`config.mk`:
```
export PLATFORM = sky130hd
export DESIGN_NAME = double_ended_queue_top_flat
export DESIGN_NICKNAME = d
export VERILOG_FILES = /design/src/deq_pkg.sv /design/src/deq_if.sv /design/src/double_ended_queue_top.sv /design/src/deq_ctrl.sv /design/src/deq_dpath.sv /design/src/flat_wrapper.sv
export SDC_FILE = /design/constraint.sdc
export NUM_CORES = 1
export LEC_CHECK = 0
export BUFFER_PORTS_ARGS = -buffer_cell sky130_fd_sc_hd__buf_2
export CORE_AREA = 2 2 396 398
export CTS_CLUSTER_SIZE = 24
export DETAILED_ROUTE_END_ITERATION = 16
export DIE_AREA = 0 0 398 400
export PLACE_DENSITY_LB_ADDON = 0.1
export SLEW_MARGIN = 5
export SYNTH_ARGS = -nofsm -noshare
export SYNTH_HDL_FRONTEND = slang
export SYNTH_SLANG_ARGS = --single-unit
```
`constraint.sdc`:
```
create_clock -name clk -period 7.7 [get_ports clk]
set_input_delay 0.385 -clock clk [delete_from_list [all_inputs] [get_ports clk]]
set_output_delay 0.385 -clock clk [all_outputs]
set_load 0.03 [all_outputs]
```
`src/deq_pkg.sv`:
```
// Shared types and constants for the double-ended queue block.
// No dependencies; compile this file first.
package deq_pkg;

    localparam int CMD_W    = 3;
    localparam int WORD_W   = 32;
    localparam int COUNT_W  = 5;
    localparam int STATUS_W = 2;

    // Command codes; the codes above CMD_PEEK act as a peek.
    localparam logic [CMD_W-1:0] CMD_PUSH_FRONT = 3'd0;
    localparam logic [CMD_W-1:0] CMD_PUSH_BACK  = 3'd1;
    localparam logic [CMD_W-1:0] CMD_POP_FRONT  = 3'd2;
    localparam logic [CMD_W-1:0] CMD_POP_BACK   = 3'd3;
    localparam logic [CMD_W-1:0] CMD_PEEK       = 3'd4;

    // Status codes
    localparam logic [STATUS_W-1:0] ST_OK        = 2'd0;
    localparam logic [STATUS_W-1:0] ST_EMPTY_ERR = 2'd1;
    localparam logic [STATUS_W-1:0] ST_FULL_ERR  = 2'd2;

    typedef struct packed {
        logic [WORD_W-1:0]   popped_value;
        logic [WORD_W-1:0]   front_value;
        logic [WORD_W-1:0]   back_value;
        logic [COUNT_W-1:0]  element_count;
        logic                is_empty;
        logic                is_full;
        logic [STATUS_W-1:0] status;
    } result_t;

    // Controller to datapath
    typedef struct packed {
        logic take;    // command transfer this cycle
        logic finish;  // slot read has landed; complete the pending result
    } ctl_cmd_t;

    // Datapath to controller
    typedef struct packed {
        logic room;        // result queue can take one more result
        logic need_fetch;  // current command needs a slot read
    } ctl_stat_t;

endpackage

```
`src/deq_if.sv`:
```
// Channel interfaces: command channel and result channel.
// Depends on deq_pkg.
interface deq_cmd_if;
    import deq_pkg::*;

    logic               valid;
    logic               ready;
    logic [CMD_W-1:0]   cmd;
    logic [WORD_W-1:0]  data_in;

    modport source (output valid, output cmd, output data_in, input ready);
    modport sink (input valid, input cmd, input data_in, output ready);
endinterface

interface deq_res_if;
    import deq_pkg::*;

    logic                valid;
    logic                ready;
    logic [WORD_W-1:0]   popped_value;
    logic [WORD_W-1:0]   front_value;
    logic [WORD_W-1:0]   back_value;
    logic [COUNT_W-1:0]  element_count;
    logic                is_empty;
    logic                is_full;
    logic [STATUS_W-1:0] status;

    modport source (
        output valid, output popped_value, output front_value, output back_value,
        output element_count, output is_empty, output is_full, output status,
        input ready
    );
    modport sink (
        input valid, input popped_value, input front_value, input back_value,
        input element_count, input is_empty, input is_full, input status,
        output ready
    );
endinterface

```
`src/double_ended_queue_top.sv`:
```
// A result is registered in the result queue after its command transfer; a pop that leaves
// elements behind first waits in S_FETCH, as the new end element is read from the slot memory.
// Throughput: one command per cycle while the result queue has room; a pop that leaves elements
// blocks input until its slot read has landed. Two results may wait at the output.
// Reset (rst_n, async, active low) clears head, count, sequencer and result queue;
// slot contents are not cleared and are only read once written.
module double_ended_queue_top
    import deq_pkg::*;
#(
    parameter int DEPTH      = 16,
    parameter int DATA_WIDTH = 32
)
(
    input logic       clk,
    input logic       rst_n,
    deq_cmd_if.sink   req,
    deq_res_if.source rsp
);

    ctl_cmd_t  ctl;
    ctl_stat_t stat;
    result_t   rsp_data;

    // Sequencer: gates command transfers and marks the cycle a slot read lands
    deq_ctrl u_ctrl (
        .clk      (clk),
        .rst_n    (rst_n),
        .in_valid (req.valid),
        .in_ready (req.ready),
        .stat     (stat),
        .ctl      (ctl)
    );

    // Datapath: ring store, pointers, end caches, result queue
    deq_dpath #(
        .DEPTH      (DEPTH),
        .DATA_WIDTH (DATA_WIDTH)
    ) u_dpath (
        .clk       (clk),
        .rst_n     (rst_n),
        .ctl       (ctl),
        .stat      (stat),
        .cmd       (req.cmd),
        .data_in   (req.data_in),
        .rsp_valid (rsp.valid),
        .rsp_ready (rsp.ready),
        .rsp_data  (rsp_data)
    );

    // Unpack the head result onto the result channel
    assign rsp.popped_value  = rsp_data.popped_value;
    assign rsp.front_value   = rsp_data.front_value;
    assign rsp.back_value    = rsp_data.back_value;
    assign rsp.element_count = rsp_data.element_count;
    assign rsp.is_empty      = rsp_data.is_empty;
    assign rsp.is_full       = rsp_data.is_full;
    assign rsp.status        = rsp_data.status;

endmodule

```
`src/deq_ctrl.sv`:
```
// Sequencer for the double-ended queue: takes commands and waits out slot reads.
// Depends on deq_pkg.
module deq_ctrl
    import deq_pkg::*;
(
    input  logic      clk,
    input  logic      rst_n,
    input  logic      in_valid,
    output logic      in_ready,
    input  ctl_stat_t stat,
    output ctl_cmd_t  ctl
);

    typedef enum logic [0:0] {
        S_IDLE,
        S_FETCH
    } state_t;

    state_t state_reg;
    state_t state_next;

    assign in_ready   = (state_reg == S_IDLE) && stat.room;
    assign ctl.take   = in_valid && in_ready;
    assign ctl.finish = (state_reg == S_FETCH);

    always_comb
    begin
        state_next = state_reg;
        unique case (state_reg)
            S_IDLE:
            begin
                if (ctl.take && stat.need_fetch)
                begin
                    state_next = S_FETCH;
                end
            end
            S_FETCH:
            begin
                state_next = S_IDLE;
            end
            default:
            begin
                state_next = S_IDLE;
            end
        endcase
    end

    always_ff @(posedge clk or negedge rst_n)
    begin
        if (!rst_n)
        begin
            state_reg <= S_IDLE;
        end
        else
        begin
            state_reg <= state_next;
        end
    end

endmodule

```
`src/deq_dpath.sv`:
```
// Datapath: slot ring, head and count, end caches and a two-entry result queue.
// Depends on deq_pkg.
module deq_dpath
    import deq_pkg::*;
#(
    parameter int DEPTH      = 16,
    parameter int DATA_WIDTH = 32
)
(
    input  logic              clk,
    input  logic              rst_n,
    input  ctl_cmd_t          ctl,
    output ctl_stat_t         stat,
    input  logic [CMD_W-1:0]  cmd,
    input  logic [WORD_W-1:0] data_in,
    output logic              rsp_valid,
    input  logic              rsp_ready,
    output result_t           rsp_data
);

    localparam int IDXW = (DEPTH > 1) ? $clog2(DEPTH) : 1;
    localparam int CNTW = $clog2(DEPTH + 1);
    localparam logic [IDXW-1:0] LAST_IDX = IDXW'(DEPTH - 1);
    localparam logic [CNTW-1:0] FULL_CNT = CNTW'(DEPTH);
    localparam logic [CNTW:0]   DEPTH_W  = (CNTW + 1)'(DEPTH);

    logic [DATA_WIDTH-1:0] slot_mem [DEPTH];

    logic [IDXW-1:0]       head_reg;
    logic [IDXW-1:0]       head_next;
    logic [CNTW-1:0]       count_reg;
    logic [CNTW-1:0]       count_next;
    logic [DATA_WIDTH-1:0] front_reg;
    logic [DATA_WIDTH-1:0] front_next;
    logic [DATA_WIDTH-1:0] back_reg;
    logic [DATA_WIDTH-1:0] back_next;
    logic [DATA_WIDTH-1:0] rd_data_reg;
    logic [DATA_WIDTH-1:0] din;
    logic [DATA_WIDTH-1:0] popped;
    logic [STATUS_W-1:0]   status;

    logic                  wr_en;
    logic [IDXW-1:0]       wr_addr;
    logic [IDXW-1:0]       rd_addr;
    logic                  fetch_front;
    logic                  need_fetch;

    logic [IDXW-1:0]       head_inc;
    logic [IDXW-1:0]       head_dec;
    logic [CNTW:0]         tail_sum;
    logic [CNTW:0]         last_sum;
    logic [IDXW-1:0]       tail_idx;
    logic [IDXW-1:0]       last2_idx;
    logic                  is_empty_now;
    logic                  is_full_now;

    result_t               res_now;
    result_t               res_fetched;
    result_t               pend_reg;
    logic                  pend_front_reg;

    result_t               q_mem_reg [2];
    logic                  q_wr_reg;
    logic                  q_rd_reg;
    logic [1:0]            q_cnt_reg;
    logic                  enq;
    logic                  deq;
    result_t               enq_data;

    assign din          = DATA_WIDTH'(data_in);
    assign is_empty_now = (count_reg == '0);
    assign is_full_now  = (count_reg == FULL_CNT);

    // Ring positions; each sum that is used stays below twice the depth
    assign head_inc  = (head_reg == LAST_IDX) ? '0 : head_reg + 1'b1;
    assign head_dec  = (head_reg == '0) ? LAST_IDX : head_reg - 1'b1;
    assign tail_sum  = (CNTW + 1)'(head_reg) + (CNTW + 1)'(count_reg);
    assign last_sum  = tail_sum - (CNTW + 1)'(2);
    assign tail_idx  = IDXW'((tail_sum >= DEPTH_W) ? tail_sum - DEPTH_W : tail_sum);
    assign last2_idx = IDXW'((last_sum >= DEPTH_W) ? last_sum - DEPTH_W : last_sum);

    always_comb
    begin
        head_next   = head_reg;
        count_next  = count_reg;
        front_next  = front_reg;
        back_next   = back_reg;
        popped      = '0;
        status      = ST_OK;
        wr_en       = 1'b0;
        wr_addr     = tail_idx;
        rd_addr     = head_inc;
        fetch_front = 1'b1;
        need_fetch  = 1'b0;
        unique case (cmd)
            CMD_PUSH_FRONT:
            begin
                if (is_full_now)
                begin
                    status = ST_FULL_ERR;
                end
                else
                begin
                    head_next  = head_dec;
                    wr_en      = 1'b1;
                    wr_addr    = head_dec;
                    count_next = count_reg + 1'b1;
                    front_next = din;
                    if (is_empty_now)
                    begin
                        back_next = din;
                    end
                end
            end
            CMD_PUSH_BACK:
            begin
                if (is_full_now)
                begin
                    status = ST_FULL_ERR;
                end
                else
                begin
                    wr_en      = 1'b1;
                    count_next = count_reg + 1'b1;
                    back_next  = din;
                    if (is_empty_now)
                    begin
                        front_next = din;
                    end
                end
            end
            CMD_POP_FRONT:
            begin
                if (is_empty_now)
                begin
                    status = ST_EMPTY_ERR;
                end
                else
                begin
                    popped     = front_reg;
                    head_next  = head_inc;
                    count_next = count_reg - 1'b1;
                    need_fetch = (count_reg != CNTW'(1));
                end
            end
            CMD_POP_BACK:
            begin
                if (is_empty_now)
                begin
                    status = ST_EMPTY_ERR;
                end
                else
                begin
                    popped      = back_reg;
                    count_next  = count_reg - 1'b1;
                    rd_addr     = last2_idx;
                    fetch_front = 1'b0;
                    need_fetch  = (count_reg != CNTW'(1));
                end
            end
            default:
            begin
                // Peek and unused codes leave everything as is
            end
        endcase
    end

    always_comb
    begin
        res_now.popped_value  = WORD_W'(popped);
        res_now.front_value   = (count_next == '0) ? '0 : WORD_W'(front_next);
        res_now.back_value    = (count_next == '0) ? '0 : WORD_W'(back_next);
        res_now.element_count = COUNT_W'(count_next);
        res_now.is_empty      = (count_next == '0);
        res_now.is_full       = (count_next == FULL_CNT);
        res_now.status        = status;

        res_fetched = pend_reg;
        if (pend_front_reg)
        begin
            res_fetched.front_value = WORD_W'(rd_data_reg);
        end
        else
        begin
            res_fetched.back_value = WORD_W'(rd_data_reg);
        end
    end

    // Slot ring: one write or one read per transfer, read data registered
    always_ff @(posedge clk)
    begin
        if (ctl.take && wr_en)
        begin
            slot_mem[wr_addr] <= din;
        end
        if (ctl.take && need_fetch)
        begin
            rd_data_reg <= slot_mem[rd_addr];
        end
    end

    always_ff @(posedge clk or negedge rst_n)
    begin
        if (!rst_n)
        begin
            head_reg  <= '0;
            count_reg <= '0;
        end
        else if (ctl.take)
        begin
            head_reg  <= head_next;
            count_reg <= count_next;
        end
    end

    // End caches and pending result; payload only
    always_ff @(posedge clk)
    begin
        if (ctl.take)
        begin
            front_reg      <= front_next;
            back_reg       <= back_next;
            pend_reg       <= res_now;
            pend_front_reg <= fetch_front;
        end
        else if (ctl.finish)
        begin
            if (pend_front_reg)
            begin
                front_reg <= rd_data_reg;
            end
            else
            begin
                back_reg <= rd_data_reg;
            end
        end
    end

    // Result queue
    assign enq       = (ctl.take && !need_fetch) || ctl.finish;
    assign enq_data  = ctl.finish ? res_fetched : res_now;
    assign rsp_valid = (q_cnt_reg != 2'd0);
    assign deq       = rsp_valid && rsp_ready;
    assign rsp_data  = q_mem_reg[q_rd_reg];
    assign stat      = '{room: (q_cnt_reg != 2'd2), need_fetch: need_fetch};

    always_ff @(posedge clk)
    begin
        if (enq)
        begin
            q_mem_reg[q_wr_reg] <= enq_data;
        end
    end

    always_ff @(posedge clk or negedge rst_n)
    begin
        if (!rst_n)
        begin
            q_wr_reg  <= 1'b0;
            q_rd_reg  <= 1'b0;
            q_cnt_reg <= 2'd0;
        end
        else
        begin
            if (enq)
            begin
                q_wr_reg <= ~q_wr_reg;
            end
            if (deq)
            begin
                q_rd_reg <= ~q_rd_reg;
            end
            q_cnt_reg <= q_cnt_reg + 2'(enq) - 2'(deq);
        end
    end

endmodule

```
`src/flat_wrapper.sv`:
```
// flat-port wrapper written by rule: the top's interface ports become plain ports
module double_ended_queue_top_flat import deq_pkg::*;
#(
    parameter int DEPTH      = 16,
    parameter int DATA_WIDTH = 32
)
  (clk, rst_n, req_valid, req_cmd, req_data_in, req_ready, rsp_valid, rsp_popped_value, rsp_front_value, rsp_back_value, rsp_element_count, rsp_is_empty, rsp_is_full, rsp_status, rsp_ready);
  deq_cmd_if req_i ();
  deq_res_if rsp_i ();
  input logic clk;
  input logic rst_n;
  input wire logic [$bits(req_i.valid)-1:0] req_valid;
  input wire logic [$bits(req_i.cmd)-1:0] req_cmd;
  input wire logic [$bits(req_i.data_in)-1:0] req_data_in;
  output wire logic [$bits(req_i.ready)-1:0] req_ready;
  output wire logic [$bits(rsp_i.valid)-1:0] rsp_valid;
  output wire logic [$bits(rsp_i.popped_value)-1:0] rsp_popped_value;
  output wire logic [$bits(rsp_i.front_value)-1:0] rsp_front_value;
  output wire logic [$bits(rsp_i.back_value)-1:0] rsp_back_value;
  output wire logic [$bits(rsp_i.element_count)-1:0] rsp_element_count;
  output wire logic [$bits(rsp_i.is_empty)-1:0] rsp_is_empty;
  output wire logic [$bits(rsp_i.is_full)-1:0] rsp_is_full;
  output wire logic [$bits(rsp_i.status)-1:0] rsp_status;
  input wire logic [$bits(rsp_i.ready)-1:0] rsp_ready;
  assign req_i.valid = req_valid;
  assign req_i.cmd = req_cmd;
  assign req_i.data_in = req_data_in;
  assign req_ready = req_i.ready;
  assign rsp_valid = rsp_i.valid;
  assign rsp_popped_value = rsp_i.popped_value;
  assign rsp_front_value = rsp_i.front_value;
  assign rsp_back_value = rsp_i.back_value;
  assign rsp_element_count = rsp_i.element_count;
  assign rsp_is_empty = rsp_i.is_empty;
  assign rsp_is_full = rsp_i.is_full;
  assign rsp_status = rsp_i.status;
  assign rsp_i.ready = rsp_ready;
  double_ended_queue_top #(.DEPTH(DEPTH), .DATA_WIDTH(DATA_WIDTH)) u_core (.clk(clk), .rst_n(rst_n), .req(req_i), .rsp(rsp_i));
endmodule
```
==> reports/results.txt, run 1 <==
WS Path Type: reg2reg
CTS tree: built
Worst-path clk slew: 0.06 ns
Area growth syn-to-layout: 16.7%
Global-route usage over all layers: 0.144
EDFF count, synth: 924
Worst Max-Slew Pin Slew: 1.32 ns
Chip Width: 398 µm
Clk sinks: 938
DR vias/cell: 4.64
Clk buf depth: 3
Power Dens Cells: 445 nW/µm²
CTS Root Buffer Type: clkbuf_16
Part of the cycle the worst path needs: 0.603
Proportion of layout cells with a drive suffix above 1: 0.177
Post-layout util: 0.290
Die area: 159,000 µm²
Grt ovf: 0
Starting Density: 0.249
Min Tclk post-route: 4.65 ns
Core area: 155,000 µm²
Max Slew Vio Count: 0
Post-DP HPWL: 62.5 mm
Fmax: 215 MHz
Met3 wire length: 5.94 mm
Critical path startpoint category: flip-flop
Class of the worst hold path: in2reg
Worst R2R End: u_core.u_dpath.q_mem_reg[1][57]
First-pass GRT wire length: 166 mm
Placer congestion estimate: 0.725
Synth async-reset ratio: 0.0149
Leakage: 14.8 nW
Setup TNS: 0 ns
Synth Register Bits: 938
Max FFs per register: 512
Top delay family on crit path: buffers and inverters
CP max stage cell: buf_4
Mean post-synth cell area: 15.1 µm²
Worst path arrival time: 5.01 ns
CP Max Fanout: 65
DR WL/cell: 24.0 µm
Ports: 146
Post-synth cell types: 54
RSZ-0062 raised after global routing: no
CP Cell Sequence: inv_1, ha_1, or4b_1, nand2_2, buf_4, o22ai_1, mux2i_1, inv_2, nor4_4, buf_4, buf_4, a211oi_1
Highest Signal Layer: met5
Psw: 0.00779 W
Combinational share of power: 0.393
Antenna violations before repair: 26
Hold_sp: req_data_in[9]
Final setup violation count: 0
Initial DRC count: 1,570
Synth Instances: 2,551
Sw Ratio: 0.389
# fillers: 15,446
Routed length on met2: 53.0 mm
Max-Slew Margin vs Limit: 0.123
Routed WL: 116 mm
CP max stage delay: 0.66 ns
Drt pass-1 iters: 5
R2R Setup Slk: 3.05 ns
Run status: completed
Setup bufs post-CTS: 0
Clk Latency, worst-skew pair: 0.69 ns
P_int: 0.0123 W
CTS buffer count: 104
Peak supply drop: 0.389 mV
Metal-1 WL: 54.4 mm
H-tree levels: 3
Fin nets: 2,727
Ys Warns: 0
Worst Path Required: 8.07 ns
Antenna-violating nets left: 0
Critical Path Sink Type: flip-flop
FP Rows: 145
R2R depth: 12
Post-Syn Nets: 2,604
Post-CTS sizing: 0
Largest net degree at the start of global routing: 169
Hold Path Sink: u_core.u_dpath.slot_mem[1][9]
Hold Path Stages: 1
Seq pwr share: 0.370
Seq/Total Area, Yosys: 0.728
Reg2reg start: u_core.u_dpath.count_reg[1]
Clock share of power: 0.237
Die height: 400 µm
DRC viols: 0
Hold Violations, Final: 0
Worst Path Buf+Inv: 5
CTS hold repair buffers: 2
Mapped Area: 38,600 µm²
Vias: 22,376
Clock Skews: 0.0230 ns
Max-Cap Viols: 0
Ys flop type: edfxtp_1
Number of port buffers: 145
Number of global-route vias before repair: 22,873
Cell repeated most along the worst path: buf_4
-- metal layers --
metal | GRT usage | vias up
met5 | 0 | -
met4 | 0.0390 | 24
met3 | 0.0268 | 170
met2 | 0.231 | 463
met1 | 0.199 | 11542
li1 | - | 10177
-- through the flow --
stage	instance area (µm²)	instances	hold slack (ns)	setup slack, ns	power [W]
2_1_floorplan	38600	2551	0.0894	1.04	0.0128
4_1_cts	45000	4815	0.0355	2.96	0.0204
3_3_place_gp	41800	4624	0.329	3.08	0.0155
3_5_place_dp	41800	4624	0.345	2.97	0.0156
5_1_grt	45000	4818	0.0833	2.67	0.0212
6_report	45000	4823	0.114	3.05	0.0200
-- cells by family after synthesis --
| family | Yosys count | share of synthesized area |
|---|---|---|
| flip-flops | 938 | 0.728 |
| buffers and inverters | 195 | 0.0212 |
| adder cells (fa/ha/maj) | 14 | 0.00474 |
| multiplexers | 315 | 0.0854 |
| AO/OA/AOI/OAI | 495 | 0.0930 |
| XOR/XNOR | 14 | 0.00318 |
| AND/OR/NAND/NOR | 580 | 0.0640 |
-- worst max path at each step --
stage / startpoint / slack, ns / to / cells past startpoint
after floorplan: u_core.u_dpath.count_reg[1] / 1.04 / u_core.u_dpath.q_mem_reg[1][0] / 7
after global placement: u_core.u_dpath.count_reg[1] / 3.08 / u_core.u_dpath.q_mem_reg[0][27] / 12
after detailed placement: u_core.u_dpath.count_reg[1] / 2.97 / u_core.u_dpath.q_mem_reg[0][57] / 12
after CTS: u_core.u_dpath.count_reg[1] / 2.96 / u_core.u_dpath.q_mem_reg[0][57] / 12
after global routing: u_core.u_dpath.count_reg[1] / 2.67 / u_core.u_dpath.q_mem_reg[1][58] / 12
final: u_core.u_dpath.count_reg[1] / 3.05 / u_core.u_dpath.q_mem_reg[1][57] / 12
-- power by group through the flow --
stage | logic (W) | registers, W | clock network [W]
2_1_floorplan | 0.00536 | 0.00740 | 0
3_3_place_gp | 0.00796 | 0.00751 | 0
3_5_place_dp | 0.00803 | 0.00753 | 0
4_1_cts | 0.00807 | 0.00743 | 0.00493
5_1_grt | 0.00861 | 0.00752 | 0.00511
6_report | 0.00787 | 0.00743 | 0.00475
-- synthesized netlist by cell type (9+ instances only) --
cell type	count	area, µm²
a211oi_1	130	976
a21oi_1	139	696
a221oi_1	32	280
a32o_1	33	330
a32oi_1	93	815
buf_1	9	33.8
buf_2	21	105
buf_4	14	105
clkbuf_1	133	499
dfrtp_1	14	350
edfxtp_1	924	27700
ha_1	13	163
inv_1	14	52.6
mux2_2	114	1280
mux2i_1	201	2010
nand2_1	316	1190
nor2_1	159	597
nor2b_1	69	432
o21ai_0	13	65.1
o31ai_1	34	255
xnor2_1	10	87.6
-- area by class of cell --
class	instances	area, µm²	area share
Clock buffer	132	2770	0.0616
Multi-Input combinational cell	1418	9900	0.220
Clock inverter	57	427	0.00948
Tap cell	2058	2570	0.0572
Timing Repair Buffer	195	1160	0.0257
Antenna cell	8	20.0	0.000445
Inverter	17	73.8	0.00164
Sequential cell	938	28100	0.624
-- cells in the final DEF (no fill, tap or decap), types with 4 or more instances in the layout --
cell type / count
clkbuf_1: 25
a32oi_1: 93
nor2_4: 18
nor2b_1: 68
nor3_1: 6
buf_12: 4
a221oi_1: 32
a211oi_1: 130
xor2_1: 4
o31ai_1: 34
edfxtp_1: 924
nand2_1: 313
buf_2: 145
xnor2_1: 10
dfrtp_1: 12
a21oi_1: 138
mux2_2: 114
clkinv_2: 19
nand3_1: 7
mux2i_1: 200
diode_2: 8
ha_1: 13
a32o_1: 33
clkinv_1: 25
bufinv_16: 6
inv_1: 13
nor2_1: 141
clkbuf_16: 107
buf_4: 44
o21ai_0: 12
inv_6: 4
(Power assumes the default switching activity.)
==> run 2, diff against run 1 <==
Settings changed: ABC_AREA set to 1, CORE_AREA 2 2 396 398 to 2 2 419 421, DIE_AREA 0 0 398 400 to 0 0 421 423.
Clock period 7.7 ns to 4.6 ns, I/O delays scaled along.
==> run 2 against run 1 <==
Critical endpoint is now u_core.u_dpath.slot_mem[2][23]. Clock skew grew 0.0037 ns. Highest routed layer unchanged. Design area grew 13%. Count of clock-buffer cells in the layout grew 10. Via count grew 35%. Largest cell class unchanged. Critical path depth shrank 4. Clock power grew 83%.
==> reports/results.txt, run 2 <==
Run status: completed (unchanged)
R2R depth: 8 (was 12)
Min Tclk post-route: 3.74 ns (was 4.65 ns)
Post-synth top area share: 0.643 (was 0.719)
P_int: 0.0207 W (was 0.0123 W)
Worst-path clk slew: 0.06 ns (about the same)
Worst Path Buf+Inv: 2 (was 5)
Critical Path Sink Type: flip-flop (unchanged)
Proportion of layout cells with a drive suffix above 1: 0.104 (was 0.177)
Hold Path Stages: 4 (was 1)
Top cells by area, synth: edfxtp_1 (64%), nand2_1 (10%), nand3_1 (8.1%) (was edfxtp_1 (72%), mux2i_1 (5.2%), mux2_2 (3.3%))
Placer congestion estimate: 0.775 (was 0.725)
Largest net degree at the start of global routing: 174 (was 169)
Reg2reg start: u_core.u_dpath.count_reg[0] (was u_core.u_dpath.count_reg[1])
CP max stage delay: 0.59 ns (was 0.66 ns)
Max-Cap Viols: 0 (unchanged)
RSZ-0062 raised after global routing: no (unchanged)
Setup bufs post-CTS: 0 (unchanged)
CTS buffer count: 112 (was 104)
Die area: 178,000 µm² (was 159,000 µm²)
Post-layout util: 0.293 (was 0.290)
Post-DP HPWL: 85.0 mm (was 62.5 mm)
Top delay family on crit path: simple AND/OR/NAND/NOR gates (was buffers and inverters)
Antenna violations before repair: 15 (was 26)
EDFF count, synth: 924 (unchanged)
WS Path Type: reg2reg (unchanged)
Worst hold slack: 0.0725 ns (was 0.114 ns)
CP max stage cell: buf_4 (unchanged)
Seq/Total Area, Yosys: 0.651 (was 0.728)
Clk sinks: 938 (unchanged)
Sw Ratio: 0.427 (was 0.389)
Clk buf depth: 3 (unchanged)
Cell taking the most area after synthesis: edfxtp_1 (unchanged)
First-pass GRT wire length: 215 mm (was 166 mm)
Ys Warns: 0 (unchanged)
Critical path startpoint category: flip-flop (unchanged)
Synth async-reset ratio: 0.0149 (unchanged)
Most common cell after layout, fill and taps aside: nand2_1 (was edfxtp_1)
Die height: 423 µm (was 400 µm)
CTS hold repair buffers: 35 (was 2)
Psw: 0.0154 W (was 0.00779 W)
CTS tree: built (unchanged)
Post-CTS sizing: 0 (unchanged)
Vias: 30,274 (was 22,376)
Non-filler cells, final: 6,795 (was 4,823)
Hold Path Sink: u_core.u_dpath.head_reg[2] (was u_core.u_dpath.slot_mem[1][9])
Synth Register Bits: 938 (unchanged)
Worst Path Required: 4.94 ns (was 8.07 ns)
Synth Instances: 4,242 (was 2,551)
Part of the cycle the worst path needs: 0.813 (was 0.603)
Ys flop type: edfxtp_1 (unchanged)
Initial DRC count: 2,244 (was 1,570)
FP Rows: 153 (was 145)
Antenna-violating nets left: 0 (unchanged)
CP Max Fanout: 32 (was 65)
CP Cell Sequence: inv_1, ha_1, nand3_4, nand2_1, o21ai_0, nand3_1, nor2_4, buf_4 (was inv_1, ha_1, or4b_1, nand2_2, buf_4, o22ai_1, mux2i_1, inv_2, nor4_4, buf_4, buf_4, a211oi_1)
Clock Skews: 0.0267 ns (was 0.0230 ns)
Routed WL: 147 mm (was 116 mm)
Number of port buffers: 145 (unchanged)
Worst path arrival time: 4.08 ns (was 5.01 ns)
H-tree levels: 3 (unchanged)
Design Power: 0.0361 W (was 0.0200 W)
Seq pwr share: 0.346 (was 0.370)
Hold Violations, Final: 0 (unchanged)
Power Dens Cells: 711 nW/µm² (was 445 nW/µm²)
Combinational share of power: 0.415 (was 0.393)
Drt pass-1 iters: 5 (unchanged)
# fillers: 18,075 (was 15,446)
Ports: 146 (unchanged)
CTS Root Buffer Type: clkbuf_16 (unchanged)
Class of the worst hold path: in2reg (unchanged)
Max FFs per register: 512 (unchanged)
DR WL/cell: 21.7 µm (was 24.0 µm)
Commonest cells post-synth: nand2_1 (1,148), edfxtp_1 (924), inv_1 (718), nand3_1 (697), o211ai_1 (183) (was edfxtp_1 (924), nand2_1 (316), mux2i_1 (201), nor2_1 (159), a21oi_1 (139))
Clock share of power: 0.240 (was 0.237)
Worst R2R End: u_core.u_dpath.slot_mem[2][23] (was u_core.u_dpath.q_mem_reg[1][57])
Placed insts: 6,552 (was 4,624)
Core area: 173,000 µm² (was 155,000 µm²)
Peak supply drop: 0.576 mV (was 0.389 mV)
DRC viols: 0 (unchanged)
CP Depth: 8 (was 12)
Number of global-route vias before repair: 29,241 (was 22,873)
Most common cell in the netlist: nand2_1 (was edfxtp_1)
Mapped Area: 43,100 µm² (was 38,600 µm²)
Fin nets: 4,429 (was 2,727)
Global-route usage over all layers: 0.163 (was 0.144)
Final setup violation count: 0 (unchanged)
Chip Width: 421 µm (was 398 µm)
Post-Syn Nets: 4,295 (was 2,604)
Starting Density: 0.249 (about the same)
Commonest non-fill, non-tap cells in the layout: nand2_1 (1,145), edfxtp_1 (924), inv_1 (715) (was edfxtp_1 (924), nand2_1 (313), mux2i_1 (200))
R2R Setup Slk: 0.86 ns (was 3.05 ns)
Hold_sp: req_cmd[0] (was req_data_in[9])
Grt ovf: 0 (unchanged)
Clk Latency, worst-skew pair: 0.74 ns (was 0.69 ns)
DR vias/cell: 4.46 (was 4.64)
Max Slew Vio Count: 0 (unchanged)
Fmax: 268 MHz (was 215 MHz)
Post-synth cell types: 33 (was 54)
Max-Slew Margin vs Limit: 0.367 (was 0.123)
Area growth syn-to-layout: 17.8% (was 16.7%)
Mean post-synth cell area: 10.2 µm² (was 15.1 µm²)
Worst Max-Slew Pin Slew: 0.949 ns (was 1.32 ns)
Leakage: 20.9 nW (was 14.8 nW)
[run 2: worst reg2reg max path, cell delays in order, from the launching register on]
cell and delay, ns:
dfrtp_1 0.53, inv_1 0.20, ha_1 0.33, nand3_4 0.32, nand2_1 0.27, o21ai_0 0.45, nand3_1 0.44, nor2_4 0.20
buf_4 0.59
[run 2: worst max path at each step]
stage / from / endpoint / slack [ns]
floorplan: u_core.u_ctrl.state_reg / u_core.u_dpath.q_mem_reg[0][0] / -0.20
global placement: u_core.u_dpath.count_reg[0] / u_core.u_dpath.slot_mem[5][3] / 0.98
detailed placement: u_core.u_dpath.count_reg[0] / u_core.u_dpath.slot_mem[5][3] / 0.91
CTS: u_core.u_dpath.count_reg[0] / u_core.u_dpath.slot_mem[5][29] / 0.92
global route: u_core.u_dpath.count_reg[0] / u_core.u_dpath.slot_mem[5][29] / 0.59
finish: u_core.u_dpath.count_reg[0] / u_core.u_dpath.slot_mem[2][23] / 0.86
[run 2: cell type report]
cell class                 instances  area, µm²  area share
clock buffer                     142       2960      0.0582
timing repair buffer             274       2140      0.0422
tap                             2325       2910      0.0573
multi-input combinational       2312      11300       0.223
antenna                            3       7.51    0.000148
clock inverter                    63        558      0.0110
sequential                       938      28100       0.553
inverter                         738       2790      0.0548
[run 2: power by group through the flow]
stage	combinational (W)	sequential [W]	clock [W]
floorplan	0.00956	0.0124	0
global placement	0.0153	0.0127	0
detailed placement	0.0153	0.0127	0
CTS	0.0154	0.0125	0.00898
global route	0.0166	0.0126	0.00929
finish	0.0150	0.0125	0.00867
[run 2: logic make-up after synthesis]
logic type,Yosys count,share of synthesized area
AO/OA/AOI/OAI,376,0.0606
buffers and inverters,992,0.0919
AND/OR/NAND/NOR,1912,0.190
adder cells (fa/ha/maj),14,0.00424
XOR/XNOR,10,0.00203
flip-flops,938,0.651
[run 2: per-layer routing]
metal | up-vias | routed length [µm] | global-route usage
met4 | 10 | 2870 | 0.0403
met3 | 183 | 6260 | 0.0241
met5 | - | 64 | 0
li1 | 14567 | - | -
met2 | 645 | 66700 | 0.257
met1 | 14869 | 71400 | 0.235
[run 2: through the flow]
step	worst slack (ns)	area [µm²]	TNS (ns)
2_1_floorplan	-0.196	43100	-41.13
3_3_place_gp	0.979	46900	0
3_5_place_dp	0.914	46900	0
4_1_cts	0.920	50800	0
5_1_grt	0.593	50800	0
6_report	0.862	50800	0
